[src/sv/point_rotation_about_center_macros.svh]
// Assertion macros used by the point rotation top level.
`ifndef POINT_ROTATION_ABOUT_CENTER_MACROS_SVH
`define POINT_ROTATION_ABOUT_CENTER_MACROS_SVH

// Checked only while out of reset.
`define PRA_ASSERT(lbl, prop, msg) \
  lbl: assert property (@(posedge clk) disable iff (!rst_n) prop) else $error(msg);

// Checked at every edge, reset included.
`define PRA_ASSERT_RST(lbl, prop, msg) \
  lbl: assert property (@(posedge clk) prop) else $error(msg);

`endif

[src/sv/pra_pkg.sv]
// Types, constants and tables for the point rotation block.
`default_nettype none

package pra_pkg;

  localparam int CORDIC_STAGES_DEF = 24;
  localparam int MAX_STAGES        = 32;
  localparam int TURN_DIV          = 45;

  // K = 0.60725293500888 in Q30
  localparam logic signed [33:0] CORDIC_GAIN = 34'sd652032874;

  // 92 turns, in units of 2^19, keeps the upper angle bits non-negative
  localparam logic [13:0] TURN_OFS = 14'd4140;
  localparam logic [10:0] RCP45_LO = 11'd1456;      // floor(2^16/45)
  localparam logic [24:0] RCP45_HI = 25'd23860929;  // floor(2^30/45)
  localparam logic [5:0]  DIV45    = 6'd45;

  localparam logic signed [31:0] FOLD_LIM = 32'sd1073741824;
  localparam logic signed [38:0] SAT_MAX  = 39'sd2147483647;
  localparam logic signed [38:0] SAT_MIN  = -39'sd2147483648;
  localparam logic signed [31:0] RES_MAX  = 32'sh7FFFFFFF;
  localparam logic signed [31:0] RES_MIN  = 32'sh80000000;

  typedef logic [31:0] atan_tbl_t [MAX_STAGES];

  // atan(2^-i) in binary-angle units (2^32 per turn)
  localparam atan_tbl_t ATAN_TBL = '{
    32'h20000000, 32'h12E4051E, 32'h09FB385B, 32'h051111D4, 32'h028B0D43, 32'h0145D7E1,
    32'h00A2F61E, 32'h00517C55, 32'h0028BE53, 32'h00145F2F, 32'h000A2F98, 32'h000517CC,
    32'h00028BE6, 32'h000145F3, 32'h0000A2FA, 32'h0000517D, 32'h000028BE, 32'h0000145F,
    32'h00000A30, 32'h00000518, 32'h0000028C, 32'h00000146, 32'h000000A3, 32'h00000051,
    32'h00000029, 32'h00000014, 32'h0000000A, 32'h00000005, 32'h00000003, 32'h00000001,
    32'h00000001, 32'h00000000
  };

  typedef logic [12:0] frac_tbl_t [TURN_DIV];

  // floor((w*8192 + 22) / 45): binary-angle part of a residue w mod 45
  function automatic frac_tbl_t build_frac_tbl();
    frac_tbl_t t;
    for (int i = 0; i < TURN_DIV; i++) begin
      t[i] = 13'((i * 8192 + 22) / TURN_DIV);
    end
    return t;
  endfunction

  localparam frac_tbl_t FRAC_TBL = build_frac_tbl();

  typedef struct packed {
    logic signed [32:0] dx;
    logic signed [32:0] dy;
    logic signed [31:0] cx;
    logic signed [31:0] cy;
  } geo_t;

  typedef struct packed {
    logic signed [31:0] z;
    logic               flip;
    geo_t               geo;
  } ang_t;

  typedef struct packed {
    logic signed [33:0] x;
    logic signed [33:0] y;
    logic signed [32:0] z;
    logic               flip;
    geo_t               geo;
  } crd_t;

  typedef struct packed {
    logic signed [31:0] rotated_x;
    logic signed [31:0] rotated_y;
    logic               saturated;
  } res_t;

endpackage

`default_nettype wire

[src/sv/pra_cordic_cell.sv]
// One CORDIC rotation cell: a micro-rotation by atan(2^-STAGE).
`default_nettype none

module pra_cordic_cell #(
  parameter int STAGE = 0
) (
  input  wire logic          clk,
  input  wire logic          rst_n,
  input  wire logic          in_valid,
  output logic               in_ready,
  input  wire pra_pkg::crd_t in_d,
  output logic               out_valid,
  input  wire logic          out_ready,
  output pra_pkg::crd_t      out_d
);

  logic               v_r;
  pra_pkg::crd_t      d_r;
  pra_pkg::crd_t      d_nxt;
  logic signed [33:0] xs;
  logic signed [33:0] ys;
  logic signed [32:0] at;

  assign in_ready = !v_r || out_ready;

  always_comb begin
    xs    = $signed(in_d.x) >>> STAGE;
    ys    = $signed(in_d.y) >>> STAGE;
    at    = $signed({1'b0, pra_pkg::ATAN_TBL[STAGE]});
    d_nxt = in_d;
    if (!in_d.z[32]) begin
      d_nxt.x = in_d.x - ys;
      d_nxt.y = in_d.y + xs;
      d_nxt.z = in_d.z - at;
    end else begin
      d_nxt.x = in_d.x + ys;
      d_nxt.y = in_d.y - xs;
      d_nxt.z = in_d.z + at;
    end
  end

  always_ff @(posedge clk) begin
    if (!rst_n) begin
      v_r <= 1'b0;
    end else if (in_ready) begin
      v_r <= in_valid;
    end
  end

  always_ff @(posedge clk) begin
    if (in_ready) begin
      d_r <= d_nxt;
    end
  end

  assign out_valid = v_r;
  assign out_d     = d_r;

endmodule

`default_nettype wire

[config.mk]
export PLATFORM = sky130hd
export DESIGN_NAME = pra_cordic_cell
export DESIGN_NICKNAME = d
export VERILOG_FILES = /design/src/sv/point_rotation_about_center_macros.svh /design/src/sv/pra_pkg.sv /design/src/sv/pra_cordic_cell.sv
export SDC_FILE = /design/constraint.sdc
export NUM_CORES = 1
export LEC_CHECK = 0
export ABC_AREA = 1
export BUFFER_PORTS_ARGS = -buffer_cell sky130_fd_sc_hd__buf_4
export CAP_MARGIN = 5
export CORE_ASPECT_RATIO = 0.7
export CORE_MARGIN = 2
export CORE_UTILIZATION = 48
export CTS_BUF_LIST = sky130_fd_sc_hd__clkbuf_4
export DETAILED_ROUTE_END_ITERATION = 8
export PLACE_DENSITY = 0.87
export SLEW_MARGIN = 20
export SYNTH_ARGS = -nofsm -noshare
export SYNTH_HDL_FRONTEND = slang
export SYNTH_SLANG_ARGS = --single-unit
[constraint.sdc]
create_clock -name clk -period 6.7 [get_ports clk]
set_input_delay 1.005 -clock clk [delete_from_list [all_inputs] [get_ports clk]]
set_output_delay 1.005 -clock clk [all_outputs]
set_load 0.03 [all_outputs]
# Word-level counts from Yosys, hierarchy flattened
# Index checks and enable logic that the tools add are counted.
[classes]
muxes = 1
addsub = 5
n_reduce_logical = 2
[op_table]
columns = ["operator", "count"]
rows = [
  ["2-to-1 mux 101 bit", 1],
  ["subtractor 34 bit", 2],
  ["adder 34 bit", 1],
  ["adder 33 x 31 -> 33 bit, second input constant", 1],
  ["subtractor 33 x 31 -> 33 bit, second input constant", 1],
  ["zero test 1 bit", 1],
  ["logical OR 1 bit", 1],
]
[word_totals]
elab_cells = 17
regBits = 233
inputBits = 236

# Depth between registers and ports, before layout
# Gate-level depths: netlist of the first run.
[logic_depth]
ltp_word = 2
mapped_depth = 17
ltp_nobuf = 16

# Worst setup path before layout of the first run
# No wires, ideal clock.
[synth_timing]
kind = "input to output"
startpoint = "in out_ready"
endpoint = "out in_ready"
setup_slack_ns = -0.396
path_stages = 2
t_arrival_ns = 6.091
t_required_ns = 5.695
path_cell_list = "inv_1 nand2_1"
[synth_between]
elab_chain_cells = 1
[synth_lines]
columns = ["element", "line", "text"]
rows = [
  ["start, declared", "pra_cordic_cell.sv:13", "input wire logic out_ready,"],
  ["logical OR 1 bit", "pra_cordic_cell.sv:24", "assign in_ready = !v_r || out_ready;"],
  ["end, declared", "pra_cordic_cell.sv:10", "output logic in_ready,"],
]
# No other way between the ends.

# Worst setup path after layout of the first run
# Ends and elaborated chain as after synthesis.

==> results of run 1 <==
## layout make-up
| type | count | area [um^2] | share of cell area [%] |
|---|---|---|---|
| multi-input cells | 1178 | 6280 | 33.2 |
| clock inverters | 26 | 143 | 0.754 |
| diodes | 2 | 5.00 | 0.0264 |
| flip-flops and latches | 232 | 6960 | 36.8 |
| clock buffers | 77 | 578 | 3.05 |
| well taps | 385 | 482 | 2.55 |
| repair buffers | 473 | 3550 | 18.8 |
| inverters | 248 | 931 | 4.92 |
## how the worst max path moves through the flow
| stage | cells after the start | slack [ns] | to |
|---|---|---|---|
| detailed placement | 14 | 3.28 | out_d[197] |
| CTS | 4 | 3.77 | in_ready |
| floorplan | 2 | 1.82 | in_ready |
| finish | 4 | 3.76 | in_ready |
| global placement | 14 | 3.32 | out_d[197] |
| global route | 4 | 3.73 | in_ready |
## synthesized netlist by cell type, types with 7 or more instances
cell type and instances:
nor3_1 16, clkbuf_1 7, a21oi_1 105, edfxtp_1 231
nor2_1 130, nand3_1 159, nand2_1 463, o21bai_1 12
inv_1 239, xor2_1 26, nor2_2 7, nand4_1 12
ha_1 101, buf_2 9, buf_4 22, o21ai_0 84
inv_2 9
## through the flow
step / instances / util (%) / instance area (um^2)
after floorplan: 1703 / - / 14400
after global placement: 2516 / 61.0 / 18200
after detailed placement: 2516 / 61.0 / 18200
after CTS: 2619 / 63.4 / 18900
after global routing: 2621 / 63.4 / 18900
final: 2621 / 63.4 / 18900
## cells by family (layout without fill, tap and decap cells)
logic type	count (synthesis)	in the layout	synth area share, %
simple gates	811	811	23.5
other cells	0	2	0
fa+ha+maj	105	105	9.31
xor+xnor	26	26	1.58
buf+inv	293	824	8.48
flops	232	232	48.2
compound gates	236	236	8.97
## worst max-delay path, delay by kind of cell
family	cells	cell delay, ns
simple gates	1	0.33
buf+inv	3	0.56
## power by group
| part | leakage (nW) | total, mW | switching, mW | internal [mW] |
|---|---|---|---|---|
| Sequential | 2.41 | 1.84 | 0.0627 | 1.77 |
| Combinational | 6.54 | 1.45 | 0.974 | 0.472 |
| Clock | 0.426 | 1.21 | 0.628 | 0.579 |
## metal layers
metal | part of all wire (%) | global-route usage (%) | routed length (um)
met3 | 14 | 11.2 | 7990
met4 | 2.7 | 10.9 | 1570
met1 | 41 | 49.9 | 23500
met5 | 0.038 | 0 | 22
met2 | 42 | 51.4 | 24400
## flip-flops by register name, summed over array words and instances, names as in the netlist
signal     flops
out_valid      1
out_d        231
==> impl_metrics.json, run 1 <==
{
  "drv_cap": 0,
  "end_kind": "output port",
  "clock_skew_ns": 0.0959,
  "worstMarginPinSlew_ns": 0.991,
  "post-place-ws_ns": 3.28,
  "relSlewSlack_pct": 33.9,
  "layout_common_cells": "buf_4, nand2_1, inv_1",
  "ctsResizeCount": 0,
  "synth-async-reset-ratio_pct": 0,
  "die_h_um": 149,
  "syn_to_final_growth_pct": 31.0,
  "place_congestion": 1.03,
  "post-synth-top-area-cell": "edfxtp_1",
  "nFillCells": 2555,
  "layout_worst_path_cycle_share_pct": 43.9,
  "path_cells": "buf_4 > inv_1 > nand2_8 > buf_4",
  "synth.top_cells.by_area": "edfxtp_1, nand2_1, ha_1",
  "drive_above_1_share_pct": 26.9,
  "grt_pass1_vias": 13400,
  "clk_pin_slew_ns": 0.09,
  "cpMostUsedCell": "buf_4",
  "timing.rr.start": "out_valid",
  "die_width_um": 211,
  "clkLatencyLatePin_ns": 0.79,
  "grt_pass1_wl_mm": 81.9,
  "coreArea_um2": 29800,
  "cp_max_fo": 64,
  "synth_ff_type": "edfxtp_1",
  "dp_hpwl_mm": 46.6,
  "worstReg2RegEnd": "out_d[24]",
  "setup_ws_ns": 3.76,
  "avgViaCountPerCell": 5.54,
  "hold_end": "out_d[42]",
  "p_per_area_nw_per_um2": 237,
  "wirelength_mm": 57.5,
  "maxSlewViolCount": 0,
  "ff2ff_setup_slack_ns": 4.58,
  "synth_nets": 2044,
  "first_pass_iters": 7,
  "final_common_cell": "buf_4",
  "htree_num_levels": 2,
  "ant_nets": 0,
  "grt_max_degree": 80,
  "drt-initial-drc-count": 1888,
  "worstSetupPathType": "in2out",
  "start_kind": "input pin",
  "cts_tree": "built",
  "cts_buffers": 57,
  "setup_violations": 0,
  "rows": 53,
  "wl_per_cell_um": 21.9,
  "synth_seq_cells": 232,
  "timing.fmax_mhz": 340,
  "cp.arrival_ns": 1.94,
  "post-cts-setup-buffers": 0,
  "slowest_delay_ns": 0.33,
  "avgSynthCellArea_um2": 8.48,
  "cts_root_buffer": "clkbuf_4",
  "outcome": "finished, final reports clean",
  "clock-sinks": 232,
  "min_path_type": "in2reg",
  "setup_tns_ns": 0,
  "hold_viol": 0,
  "overflow": 0,
  "synth_top_area_share_pct": 48.0,
  "nets": 2531,
  "ir_drop_uv": 106,
  "grt_use_total_pct": 35.2,
  "dieArea_um2": 31500,
  "synth-edff-count": 231,
  "required_ns": 5.69,
  "drc": 0,
  "cts_hold_buf": 0,
  "syn_inst": 1703,
  "io_buffers": 469,
  "r2r_cells": 2,
  "holdWs_ns": 0.396,
  "start_util_pct": 48.4,
  "synth_cell_type_count": 44,
  "rsz0062_at_grt": "no",
  "ios": 470,
  "syn_area_um2": 14400,
  "yosysSeqAreaShare_pct": 48.2,
  "vias": 14500,
  "period_needed_ns": 2.94,
  "critPathSlowestCell": "nand2_8",
  "cts_buffer_depth": 3,
  "ys_warn_count": 0,
  "antenna_found_initial": 3,
  "leakage_nw": 9.37,
  "finalPower_mw": 4.49,
  "min_from": "in_d[42]",
  "crit_start": "out_ready",
  "whs_path_depth": 1
}
Note: power is estimated with default switching activity, not from simulation.
==> run 2, diff against run 1 <==
- CORE_UTILIZATION: 48 -> 50
- clock period: 6.7 -> 3 ns (I/O delays scaled with it)
==> run 2 against run 1 <==
  * Die area shrank 3.9%
  * Via count grew 12%
  * Sequential power grew 120%
  * Flip-flop and latch count is the same
  * Non-clock buffer count grew 196
  * Sequential share of layout area shrank 3.3 points
  * Critical endpoint is now out_d[193]
  * Highest routed layer unchanged
==> impl_metrics.json, run 2 (same netlist as run 1, synthesis figures left out) <==
{
  "rows": 52,
  "hold_viol": 0,
  "drive_above_1_share_pct": 26.0,
  "cp_max_fo": 11,
  "first_pass_iters": 7,
  "start_util_pct": 50.4,
  "end_kind": "flop",
  "ant_nets": 0,
  "stdcell_count": 2803,
  "required_ns": 3.43,
  "grt_max_degree": 78,
  "wl_per_cell_um": 24.1,
  "timing.fmax_mhz": 422,
  "place_congestion": 1.03,
  "die_width_um": 207,
  "clkLatencyLatePin_ns": 0.72,
  "drv_cap": 0,
  "die_h_um": 146,
  "worstSetupPathType": "in2reg",
  "clock-sinks": 232,
  "setup_ws_ns": 0.632,
  "cts_tree": "built",
  "final_common_cell": "buf_4",
  "layout_worst_path_cycle_share_pct": 78.9,
  "postLayoutCoreUtil_pct": 72.6,
  "ios": 470,
  "avgViaCountPerCell": 5.82,
  "ctsResizeCount": 0,
  "grt_pass1_wl_mm": 98.0,
  "io_buffers": 469,
  "wirelength_mm": 67.5,
  "finalPower_mw": 10.5,
  "p_per_area_nw_per_um2": 505,
  "cts_buffer_depth": 3,
  "syn_to_final_growth_pct": 43.9,
  "drc": 0,
  "relSlewSlack_pct": 44.6,
  "antenna_found_initial": 5,
  "min_path_type": "in2reg",
  "overflow": 0,
  "vias": 16300,
  "post-place-ws_ns": 0.119,
  "htree_num_levels": 2,
  "largest_register_ffs": 231,
  "cts_root_buffer": "clkbuf_4",
  "grt_pass1_vias": 15400,
  "clk_pin_slew_ns": 0.09,
  "layout_common_cells": "buf_4, nand2_1, inv_1",
  "setup_violations": 0,
  "worstMarginPinSlew_ns": 0.830,
  "cp.arrival_ns": 2.80,
  "ir_drop_uv": 273,
  "clock_skew_ns": 0.0477,
  "nets": 2726,
  "dp_hpwl_mm": 48.8,
  "outcome": "finished, final reports clean",
  "post-cts-setup-buffers": 0,
  "dp.cells": 2542,
  "cts_buffers": 56,
  "maxSlewViolCount": 0,
  "setup_tns_ns": 0,
  "grt_use_total_pct": 43.3,
  "dieArea_um2": 30300,
  "drt-initial-drc-count": 2488,
  "start_kind": "input pin",
  "coreArea_um2": 28600,
  "rsz0062_at_grt": "no",
  "leakage_nw": 10.2,
  "period_needed_ns": 2.37
}
run 2: critical path, cell delays in order:
cell and delay (ns):
buf_4 0.09, inv_1 0.04, ha_1 0.59, inv_1 0.16, a21oi_1 0.42, nand2_1 0.12
a21oi_1 0.20, nand2_1 0.17, nand2_1 0.20, nand3_1 0.16, nand3_1 0.13, nand2_1 0.06
run 2: worst paths after layout:
path             start         end  slack, ns  cells after the start
max          in_d[172]  out_d[193]       0.63                     12
max reg2reg  out_valid  out_d[206]       1.28                      2
min reg2reg  out_valid   out_d[22]       1.00                      1
min          in_d[198]  out_d[198]       0.10                      3
run 2: area by class of cell:
cell class | count | area [um^2]
multi-input cells | 1178 | 6280
diodes | 4 | 10.0
fillers | 2058 | 7850
well taps | 378 | 473
repair buffers | 669 | 5460
flip-flops and latches | 232 | 6960
clock inverters | 18 | 104
inverters | 248 | 931
clock buffers | 76 | 571
run 2: report_power, final:
| group | switching [mW] | total, mW | internal (mW) |
|---|---|---|---|
| clock network | 1.51 | 2.76 | 1.26 |
| registers | 0.183 | 4.14 | 3.96 |
| logic | 2.34 | 3.59 | 1.25 |
run 2: metrics by stage:
step	area [um^2]	hold slack [ns]
final	20800	0.103
after CTS	20800	0.0497
after detailed placement	18500	0.629
after global placement	18500	0.628
after floorplan	14400	0.549
after global routing	20800	0.0959
run 2: metal layers:
layer	wire length (um)	vias up	GRT usage, %
met3	9540	226	11.6
met5	10	-	0
li1	-	6991	-
met1	26600	7686	61.4
met2	28300	1416	63.9
met4	3090	2	15.6
run 2: timing repair:
item	4_1_cts	5_1_grt
setup endpoints to repair	0	0
hold endpoints to repair	162	0
hold buffers	163	0
==> run 3, diff against run 2 <==
- CORE_UTILIZATION: 50 -> 48
- clock period: 3 -> 2.1 ns (I/O delays scaled with it)
==> run 3 against run 2 <==
  * Routed wire length grew 4.2%
  * Combinational power grew 62%
  * Via count up 5.4%
  * Sequential share of layout area down 3.3 points
  * Total power increased by 51%
  * Setup slack worse by 0.58 ns
  * Register-to-register slack worse by 0.84 ns
  * Flip-flop and latch count unchanged
==> impl_metrics.json, run 3 (same netlist as run 1, synthesis figures left out) <==
{
  "outcome": "finished, final reports clean",
  "grt_pass1_vias": 16500,
  "clock_power_share_pct": 26.3,
  "grt_pass1_wl_mm": 101,
  "final_area_um2": 23000,
  "overflow": 0,
  "crit_start": "out_valid",
  "swShare_pct": 38.1,
  "timing.fmax_mhz": 488,
  "ant_nets": 0,
  "power_frac_comb_pct": 36.5,
  "critPathSlowestCell": "dfxtp_2",
  "clkLatencyLatePin_ns": 0.75,
  "coreArea_um2": 29800,
  "place_congestion": 1.01,
  "final_common_cell": "buf_4",
  "cts_buffers": 57,
  "whs_path_depth": 3,
  "min_path_type": "in2reg",
  "period_needed_ns": 2.05,
  "slowest_delay_ns": 0.51,
  "rows": 53,
  "p_int_mw": 9.85,
  "placed_cell_area_um2": 20600,
  "cp.arrival_ns": 1.73,
  "ir_drop_uv": 324,
  "start_util_pct": 48.4,
  "maxSlewViolCount": 0,
  "stdcell_count": 3093,
  "antenna_found_initial": 6,
  "setup_violations": 0,
  "clock-sinks": 232,
  "worstMarginPinSlew_ns": 0.503,
  "cts_tree": "built",
  "seqPwrFrac_pct": 37.3,
  "grt_use_total_pct": 43.5,
  "layout_common_cells": "buf_4, nand2_1, inv_1",
  "drt-initial-drc-count": 2392,
  "path_cells": "nand2_8 > buf_4",
  "grt_use_met3_pct": 13.0,
  "p_sw_mw": 6.05,
  "rsz0062_at_grt": "no",
  "htree_num_levels": 2,
  "die_width_um": 211,
  "wirelength_mm": 70.3,
  "syn_to_final_growth_pct": 59.4,
  "avgViaCountPerCell": 5.56,
  "r2r_cells": 3,
  "min_from": "in_d[199]",
  "drv_cap": 0,
  "end_kind": "output port",
  "required_ns": 1.78,
  "drc": 0,
  "clk_pin_slew_ns": 0.08,
  "setup_tns_ns": 0,
  "use_met1_pct": 56.8,
  "wl_per_cell_um": 22.7,
  "cts_root_buffer": "clkbuf_4",
  "worstSetupPathType": "reg2out",
  "grt.busiest_layer": "met2",
  "drive_above_1_share_pct": 33.4,
  "timing.rr.start": "out_valid",
  "layout_worst_path_cycle_share_pct": 97.5,
  "nets": 3004,
  "dp_hpwl_mm": 50.0,
  "vias": 17200,
  "dp.cells": 2821,
  "dieArea_um2": 31500,
  "start_kind": "flop",
  "finalPower_mw": 15.9,
  "cp_max_fo": 12,
  "die_h_um": 149,
  "use_met2_pct": 65.7,
  "ios": 470,
  "cts_buffer_depth": 3,
  "hold_viol": 0,
  "clock_skew_ns": 0.0577,
  "first_pass_iters": 8,
  "p_per_area_nw_per_um2": 691,
  "io_buffers": 469,
  "relSlewSlack_pct": 66.1,
  "grt_max_degree": 73,
  "largest_register_ffs": 231,
  "leakage_nw": 11.6
}
## run 3: cell types whose count changed in the layout (fill, tap and decap cells not counted), sizes merged
cell | previous run | this run
dlygate4sd3 | 163 | 166
clkbuf | 76 | 72
buf | 506 | 778
nand2 | 469 | 471
inv | 250 | 249
clkinv | 14 | 24
bufinv | 1 | 2
## run 3: metal layers
| metal | wire length, um | up-vias |
|---|---|---|
| met5 | 19 | - |
| met2 | 30100 | 1381 |
| met1 | 26100 | 7969 |
| met4 | 4250 | 4 |
| met3 | 9850 | 282 |
| li1 | - | 7567 |
## run 3: power by group through the flow
stage	registers, mW	clock network (mW)	logic [mW]
after floorplan	6.85	0	1.71
after global placement	5.94	0	5.16
after detailed placement	5.95	0	5.26
after CTS	5.88	3.90	5.56
after global routing	5.95	4.35	6.04
final	5.93	4.18	5.80
## run 3: layout make-up
class,instances,area [um^2]
antenna,4,10.0
clock buffer,72,541
clock inverter,28,173
fill,1991,6820
inverter,248,931
multi-input combinational,1180,6300
sequential,232,6960
tap,385,482
timing repair buffer,944,7630
## run 3: path summary, 6_finish.rpt
kind                end  slack, ns
max reg2reg   out_valid       0.44
min reg2reg  out_d[174]       0.87
min          out_d[165]       0.09
max            in_ready       0.05
## run 3: critical path, delay by kind of cell (launching register included)
kind | cells | cell delay (ns)
flops | 1 | 0.51
buf+inv | 1 | 0.24
simple gates | 1 | 0.22
## run 3: stage by stage
stage	hold WS [ns]	worst slack, ns	util, %
after floorplan	0.414	0.102	-
after global placement	0.493	-0.425	69.1
after detailed placement	0.494	-0.432	69.1
after CTS	0.0573	0.0574	77.1
after global routing	0.0713	0.0200	77.1
final	0.0864	0.0518	77.1
## run 3: what timing repair did
| item | 4_1_cts | 5_1_grt |
|---|---|---|
| setup buffers | 0 | 0 |
| endpoints found under the hold margin | 165 | 0 |
| resized for setup | 1 | 0 |
| hold buffers | 166 | 0 |
| setup endpoints to repair | 1 | 0 |
